--- config.mk ---
export PLATFORM = sky130hd
export DESIGN_NAME = sorted_list_insert_delete
export DESIGN_NICKNAME = d
export VERILOG_FILES = /design/src/hdl/sli_pkg.sv /design/src/hdl/sli_cell.sv /design/src/hdl/sorted_list_insert_delete.sv
export SDC_FILE = /design/constraint.sdc
export NUM_CORES = 2
export LEC_CHECK = 0
export ABC_AREA = 0
export BUFFER_PORTS_ARGS = -buffer_cell sky130_fd_sc_hd__buf_2
export CAP_MARGIN = 20
export CORE_MARGIN = 1
export CORE_UTILIZATION = 55
export CTS_CLUSTER_DIAMETER = 120
export DETAILED_ROUTE_END_ITERATION = 6
export GPL_ROUTABILITY_DRIVEN = 0
export HOLD_SLACK_MARGIN = 0.15
export PLACE_DENSITY = 0.74
export SYNTH_ARGS = -nofsm -noshare
export SYNTH_HDL_FRONTEND = slang
export SYNTH_SLANG_ARGS = --single-unit
--- constraint.sdc ---
create_clock -name clk -period 17.91 [get_ports clk]
set_clock_uncertainty 0.15 [all_clocks]
set_input_delay 1.791 -clock clk [delete_from_list [all_inputs] [get_ports clk]]
set_output_delay 1.791 -clock clk [all_outputs]
set_load 0.005 [all_outputs]
--- src/hdl/sli_pkg.sv ---
// ----------------------------------------------------------------------------
// Sorted list package
// Shared sizes, codes and the structs that travel between the top level and
// the storage cells of the sorted list.
// ----------------------------------------------------------------------------
package sli_pkg;

  localparam int CAPACITY = 16;
  localparam int DATA_W   = 32;
  localparam int CNT_W    = $clog2(CAPACITY + 1);
  localparam int OUT_CNT_W = 5;

  typedef enum logic {
    ACT_INSERT = 1'b0,
    ACT_DELETE = 1'b1
  } action_t;

  typedef enum logic [1:0] {
    STATUS_DONE      = 2'd0,
    STATUS_NOT_FOUND = 2'd1,
    STATUS_FULL      = 2'd2
  } status_t;

  // Broadcast to every cell for one accepted word.
  typedef struct packed {
    logic              en;
    logic              del;
    logic [DATA_W-1:0] value;
  } cmd_t;

  // What a cell shows its neighbors.
  typedef struct packed {
    logic              valid;
    logic              take;
    logic [DATA_W-1:0] value;
  } link_t;

  typedef struct packed {
    logic              valid;
    logic [DATA_W-1:0] value;
  } slot_t;

endpackage

--- src/hdl/sli_cell.sv ---
// ----------------------------------------------------------------------------
// Sorted list cell
// Holds one slot of the sorted list and shifts toward or away from its
// neighbors when a value is inserted ahead of it or deleted at or ahead of it.
// ----------------------------------------------------------------------------
module sli_cell (
  input  logic          clk,
  input  logic          rst,
  input  sli_pkg::cmd_t  cmd,
  input  sli_pkg::link_t prev_link,
  input  sli_pkg::slot_t next_slot,
  output sli_pkg::link_t link,
  output sli_pkg::slot_t slot_next,
  output logic          match
);

  logic                       valid;
  logic [sli_pkg::DATA_W-1:0] value;
  logic                       ge;

  assign ge    = valid && ($signed(value) >= $signed(cmd.value));
  assign match = valid && (value == cmd.value);

  assign link.valid = valid;
  assign link.take  = !valid || ge;
  assign link.value = value;

  always_comb begin
    slot_next.valid = valid;
    slot_next.value = value;
    if (cmd.en) begin
      if (cmd.del) begin
        if (ge) begin
          slot_next.valid = next_slot.valid;
          slot_next.value = next_slot.value;
        end
      end else if (prev_link.take) begin
        slot_next.valid = valid || prev_link.valid;
        slot_next.value = prev_link.value;
      end else if (link.take) begin
        slot_next.valid = 1'b1;
        slot_next.value = cmd.value;
      end
    end
  end

  always_ff @(posedge clk) begin
    if (rst) begin
      valid <= 1'b0;
    end else begin
      valid <= slot_next.valid;
    end
  end

  always_ff @(posedge clk) begin
    value <= slot_next.value;
  end

endmodule

--- src/hdl/sorted_list_insert_delete.sv ---
// ----------------------------------------------------------------------------
// Sorted list with insert and delete
// Top level: a row of cells holding an ascending multiset, the entry count
// and a registered result word.
// ----------------------------------------------------------------------------
// The block takes one word per clock cycle and returns its result word in the
// following cycle from an output register; a new word is taken while the previous
// result waits, unless that result is stalled. The cycle is set by the compare
// that every cell does against the word's value and the equality flags that
// are gathered across the row to decide a delete. Inserts go in front of the
// first stored value that is greater or equal; a delete removes the first
// equal value. Reset clears the slot valid bits at once, so no clearing pass
// is needed.
module sorted_list_insert_delete (
  input  logic        clk,
  input  logic        rst,
  input  logic        in_valid,
  output logic        in_stall,
  input  logic        action,
  input  logic [31:0] item_value,
  output logic        out_valid,
  input  logic        out_stall,
  output logic [1:0]  status,
  output logic [4:0]  entry_count,
  output logic [31:0] smallest_value,
  output logic        store_empty
);

  localparam int N = sli_pkg::CAPACITY;

  sli_pkg::cmd_t  cmd;
  sli_pkg::link_t links   [N];
  sli_pkg::link_t prev_in [N];
  sli_pkg::slot_t next_in [N];
  sli_pkg::slot_t upd     [N];
  logic [N-1:0]   match_vec;
  logic [N-1:0]   valids;

  logic                        in_acc;
  logic                        is_del;
  logic                        full;
  logic                        found;
  logic                        apply;
  logic [sli_pkg::CNT_W-1:0]   count;
  logic [sli_pkg::CNT_W-1:0]   count_next;
  logic [sli_pkg::CNT_W+sli_pkg::OUT_CNT_W-1:0] count_ext;
  sli_pkg::status_t            status_next;

  assign in_stall = out_valid && out_stall;
  assign in_acc   = in_valid && !in_stall;
  assign is_del   = (action == sli_pkg::ACT_DELETE);
  assign full     = valids[N-1];
  assign found    = |match_vec;
  assign apply    = in_acc && (is_del ? found : !full);

  assign cmd.en    = apply;
  assign cmd.del   = is_del;
  assign cmd.value = item_value;

  for (genvar i = 0; i < N; i++) begin : g_cell
    if (i == 0) begin : g_first
      assign prev_in[i] = '{valid: 1'b0, take: 1'b0, value: '0};
    end else begin : g_mid
      assign prev_in[i] = links[i-1];
    end
    if (i == N - 1) begin : g_last
      assign next_in[i] = '{valid: 1'b0, value: '0};
    end else begin : g_body
      assign next_in[i] = '{valid: links[i+1].valid, value: links[i+1].value};
    end

    sli_cell u_cell (
      .clk       (clk),
      .rst       (rst),
      .cmd       (cmd),
      .prev_link (prev_in[i]),
      .next_slot (next_in[i]),
      .link      (links[i]),
      .slot_next (upd[i]),
      .match     (match_vec[i])
    );

    assign valids[i] = links[i].valid;
  end

  always_comb begin
    count_next = count;
    if (apply) begin
      if (is_del) begin
        count_next = count - 1'b1;
      end else begin
        count_next = count + 1'b1;
      end
    end
  end

  always_comb begin
    if (is_del) begin
      status_next = found ? sli_pkg::STATUS_DONE : sli_pkg::STATUS_NOT_FOUND;
    end else begin
      status_next = full ? sli_pkg::STATUS_FULL : sli_pkg::STATUS_DONE;
    end
  end

  assign count_ext = {{sli_pkg::OUT_CNT_W{1'b0}}, count_next};

  always_ff @(posedge clk) begin
    if (rst) begin
      out_valid <= 1'b0;
      count     <= '0;
    end else begin
      count <= count_next;
      if (in_acc) begin
        out_valid <= 1'b1;
      end else if (!out_stall) begin
        out_valid <= 1'b0;
      end
    end
  end

  always_ff @(posedge clk) begin
    if (in_acc) begin
      status         <= status_next;
      entry_count    <= count_ext[sli_pkg::OUT_CNT_W-1:0];
      smallest_value <= upd[0].valid ? upd[0].value : '0;
      store_empty    <= (count_next == '0);
    end
  end

`ifndef NO_ASSERTIONS
  a_valid_packed: assert property (@(posedge clk) disable iff (rst)
    ((valids + 1'b1) & valids) == '0)
    else $error("slot valid bits are not packed from the head");

  a_count_matches: assert property (@(posedge clk) disable iff (rst)
    $countones(valids) == count)
    else $error("entry count disagrees with the valid slots");

  a_full_holds: assert property (@(posedge clk) disable iff (rst)
    (in_acc && !is_del && full) |=> ($stable(count) && $stable(valids)))
    else $error("refused insert changed the store");

  a_result_follows: assert property (@(posedge clk) disable iff (rst)
    in_acc |=> out_valid)
    else $error("accepted word produced no result");
`endif

endmodule

Word level (Yosys, flattened, before mapping):

Cells that the tools add are included.

* equality and inequality tests: 32
* add/subtract/negate cells: 2
* reduce and logical (&&, ||, !) cells: 115
* magnitude comparators: 16
* muxes and demuxes: 72

Operator list (number)
* 33-bit 2-to-1 mux: 64
* 32-bit equality test: 16
* 32-bit greater-or-equal comparator: 16
* 3-bit AND reduction: 15
* 3-bit nonzero test: 15
* 1-bit logical AND: 35
* 2-bit by 1-bit inequality test with 1-bit output (second input constant): 16
* 1-bit logical OR: 31
* 1-bit zero test: 17
* 16-bit OR reduction: 1
* 5-bit 2-to-1 mux: 2
* 5-bit by 1-bit adder with 5-bit output (second input constant): 1
* 5-bit zero test: 1
* 5-bit by 1-bit subtractor with 5-bit output (second input constant): 1
* 1-bit 2-to-1 mux: 4
* 2-bit 2-to-1 mux: 2

* input bits: 37
* output and inout port bits: 42
* bits in registers: 574

Longest topological paths before layout:

* depth in word-level cells: 7
* gate-level depth with buffers: 14
* depth with buffers taken out: 11

Hierarchy:

A second synthesis with hierarchy kept.

* cell total of the unflattened synthesis: 7686
* area, all modules: 57028.4 um2

By module, submodules not included
* sli_cell at g_cell[0].u_cell ...: cells an instance 487, instances 11, area an instance 3464.6 um2, sequential area each 660.6 um2
* sli_cell at g_cell[7].u_cell ...: cells an instance 431, instances 3, area an instance 3320.7 um2, sequential area each 660.6 um2
* sli_cell at g_cell[6].u_cell: cells an instance 485, instances 1, area an instance 3689.8 um2, sequential area each 660.6 um2
* sli_cell at g_cell[12].u_cell: cells an instance 418, instances 1, area an instance 3353.2 um2, sequential area each 660.6 um2
* sorted_list_insert_delete: cells an instance 133, instances 1, area an instance 1913.1 um2, sequential area each 1321.3 um2

Worst setup path before layout:

Ideal clock, no wire load.

* kind: input port to flip-flop
* start: input port item_value[9]
* end: register g_cell[3].u_cell.value[0] (netlist bit) (enable)
* path buffers: 1
* stages: 12
* setup slack: 10.659 ns
* data arrival time: 6.631 ns
* library setup time: 0.470 ns
* path through: inv_1 -> ha_1 -> a21o_1 -> a21o_1 -> a21oi_1 -> o211ai_1 -> a2111oi_0 -> mux2_2 -> nand2_2 -> buf_4 -> o21ai_0 -> a21boi_0

* cells in the longest elaborated chain, start to end: 6
* elaborated cells on any way between the ends: 44

Ends and longest elaborated chain
* from (decl): line sorted_list_insert_delete.sv:20 `input logic [31:0] item_value,`
* branches (longest 5 deep; another with 32-bit greater-or-equal comparator)
* 3-bit AND reduction (no line) *
* to (signal assigned): line sli_cell.sv:56 `value <= slot_next.value;`
* to (decl): line sli_cell.sv:18 `logic [sli_pkg::DATA_W-1:0] value;`

Mark *: on every way between the ends.
A chain may end at the register's enable or synchronous reset.

Worst setup path after layout:

* start: input port item_value[17]
* end: register g_cell[2].u_cell.value[27] (netlist bit) (enable)

* cells in the longest elaborated chain, start to end: 6
* elaborated cells on any way between the ends: 44

Ends and longest elaborated chain (line)
* branches (longest 5 deep; another with 32-bit greater-or-equal comparator)
* 3-bit AND reduction (no line) *
* to (signal assigned): sli_cell.sv:56
* to (decl): sli_cell.sv:18

Marks and branches as above.

==> out/summary.md <==
For the number of routed nets with antenna violations, the log shows 0. The synthesized netlist contains 86 unique library cells. For the final routed database, the setup TNS stands at 0 ns.

The die width was 274 µm; the number of flops mapped to enable cells by yosys was 520. The highest fanout seen on the critical path is 33. The main flop type after synthesis is edfxtp_1. For the mapped cell area, the log shows 40800 µm². The share of the clock period used by the worst path works out to 39.4%. The share of layout cells above drive strength 1 was 8.26%. The clock root buffer master is clkbuf_16.

The floorplan step defined a die boundary enclosing 75200 µm². Post-CTS repair changed the size of 0 cells. After detailed routing, the number of remaining DRC violations is 0. The clock input transition at the sequential cells of the worst setup and hold paths is 0.06 ns. Summing the sequential cell areas from Yosys gives 41.0% of the chip area.

Max-slew violation count: 0. The worst setup path is captured at a flip-flop. Counting every sink on the clock net gives 574. Post-CTS timing repair inserted 0 buffers for setup.

The total routing usage reported by global routing was 33.0%; the area of the core region was 73200 µm². After synthesis, the cell types taking the most area are edfxtp_1, ha_1, mux2i_1, o21ai_0, nand2_1. Before antenna repair, the detailed router went through 7 iterations. Sorting the synthesized cells by how often they occur yields edfxtp_1, ha_1, nand2_1. Setup repair after global routing left no endpoint under its margin. After layout, the minimum clock period comes to 7.06 ns. The first global-routing pass estimated 193 mm of wire.

In this run the deepest clock path goes through 3 buffers. Across the run, the number of max-cap violations was 0. For the total clock buffers created by CTS, the log shows 67. The later pin in the worst-skew pair is clocked with a latency of 0.62 ns. The highest clock frequency the design can meet is 142 MHz, and the count of hold buffers inserted by post-cts repair is 0. The die boundary height came out at 274 µm. After detailed routing, the number of vias per cell comes to 6.80. The total via count in the routed design is 34367, and the transition time of the tightest slew-check pin is 1.14 ns. Across the VDD grid, the largest voltage drop is 0.0645 mV. The cell count after synthesis came out at 4090.

By startpoint and endpoint, the worst setup path is classified as input port to flip-flop. Wires add up to 126 mm. When the netlist entered floorplanning its net count stood at 4643. In this run the core area contains 99 standard-cell rows. The logs give 79 for the number of placed I/O pins and 4593 for the final-stage net count.

Synthesis inferred 574 register bits. The power per cell area came out at 81.4 nW/µm². For this run the aggregate overflow at the end of global routing stands at 0.

Input and output buffers added on the ports amount to 78. Dividing the detail-routed wire length by the instance count gives 24.9 µm. The number of antenna violations at the first check in global routing is 7. The H-tree was split into 3 levels. The kind of start point of the critical path was an input port. The initial standard-cell utilization of the core came out at 55.7%. The run finished with clean final reports. The mean area per synthesized cell works out to 9.97 µm².

The run gives 0 as the number of setup violations in the final report. The hold violation count in the final report came out at 0. After synthesis, the largest area contributor takes up 38.3% of total cell area. The first routing iteration left 4453 violations. The logs give 187 for the largest net degree at the start of global routing and 0 for the total number of yosys warnings.

At the worst endpoint, the arrival time is 7.19 ns. The logs give 89.9 mm for the detailed placement HPWL and 41700 µm² for the placement-stage cell area. In the synthesized netlist the async set-or-reset flop fraction comes to 0%. With fillers left out, the area of the finished cells amounts to 44000 µm². TritonCTS built the clock tree.

In this run the worst hold path is classified as flip-flop to flip-flop. Largest area contributor in the synthesized netlist: edfxtp_1. The area growth from synthesis to final layout is 7.90%. The logs give 32263 for the via count of the first global-routing pass and 24.2% for the max-slew headroom at the worst pin. The dominant cell by count in the synthesized netlist is edfxtp_1. For this design the static power due to leakage is 19.1 nW. The tools report the data required time at the worst endpoint as 18.03 ns.
## metal layers
layer  track usage [%]  share of wire, %  vias up
met5              1.28             0.010        -
met4              10.1               3.2        2
met3              6.32                10      277
met2              50.3                44     1948
met1              47.3                42    16624
li1                  -                 -    15516
## critical path, cell delays in order
cell and delay, ns:
buf_2 0.22, inv_1 0.66, ha_1 0.35, and3_1 0.21, a221o_1 0.40, a221oi_1 0.52
o221ai_1 0.32, a211oi_2 0.22, mux2_1 0.20, or2_2 0.88, a21oi_1 0.20, nor2b_2 0.76
buf_4 0.42
## power breakdown
part / internal, mW / switching (mW) / total (mW)
clock: 0.792 / 0.578 / 1.37
sequential: 1.55 / 0.0715 / 1.62
combinational: 0.220 / 0.374 / 0.593
total: 2.56 / 1.02 / 3.58
## placed cells by master, fill, tap and decap left out, drive strengths merged, types with 7 or more instances in the layout
master,n
a21boi,7
a311oi,36
o22ai,10
o21a,12
and2,16
clkbuf,90
and3,15
or2,8
buf,141
nor3,90
o211ai,21
edfxtp,520
nand2b,44
a31oi,40
a2bb2oi,96
nor2b,24
a221oi,37
nand3,32
a211oi,15
nand4,122
a21oi,385
nand2,515
ha,515
mux2,7
dfxtp,54
clkinv,24
diode,7
a21o,148
nor2,157
inv,84
nor4,25
and4,9
o21ai,444
mux2i,266
## logic make-up (layout without fill, tap and decap cells)
group / after synthesis / count (layout) / share of synthesized area [%]
mux: 273 / 273 / 6.72
xor+xnor: 5 / 5 / 0.107
flops: 574 / 574 / 41.0
compound gates: 1304 / 1304 / 20.2
fa+ha+maj: 516 / 516 / 15.9
buf+inv: 345 / 346 / 3.88
simple gates: 1073 / 1073 / 12.3
other cells: 0 / 7 / 0
## registers in the layout, indices dropped and copies added, names as in the netlist
signal               flops
status                   2
smallest_value          32
g_cell.u_cell.valid     16
store_empty              1
g_cell.u_cell.value    512
count                    5
entry_count              5
out_valid                1
## worst paths after layout
path	slack, ns	depth (start not counted)	end	start
worst max-delay path	10.85	13	g_cell[2].u_cell.value[27]	item_value[17]
worst min-delay path	0.42	2	g_cell[14].u_cell.value[13]	g_cell[15].u_cell.value[13]
worst max register to register	12.50	11	g_cell[2].u_cell.value[27]	g_cell[1].u_cell.value[17]
worst min register to register	0.42	2	g_cell[14].u_cell.value[13]	g_cell[15].u_cell.value[13]
## per-stage QoR
stage	hold WS (ns)	worst slack, ns	instances	total power, mW	utilization [%]
after floorplan	0.375	10.66	4090	2.02	-
after global placement	0.384	10.56	4923	2.19	56.9
after detailed placement	0.408	10.46	4923	2.21	56.9
after CTS	0.424	11.09	5043	3.57	59.8
after global routing	0.436	10.78	5056	3.70	60.1
final	0.422	10.85	5057	3.58	60.1
## layout make-up
class / instances / area (µm²)
Antenna cell: 7 / 17.5
Clock buffer: 90 / 1840
Clock inverter: 30 / 275
Fill cell: 6112 / 29200
Inverter: 85 / 320
Multi-Input combinational cell: 3171 / 22600
Sequential cell: 574 / 16700
Tap cell: 959 / 1200
Timing Repair Buffer: 141 / 1020
No activity file was read; power rests on OpenSTA's default activity.
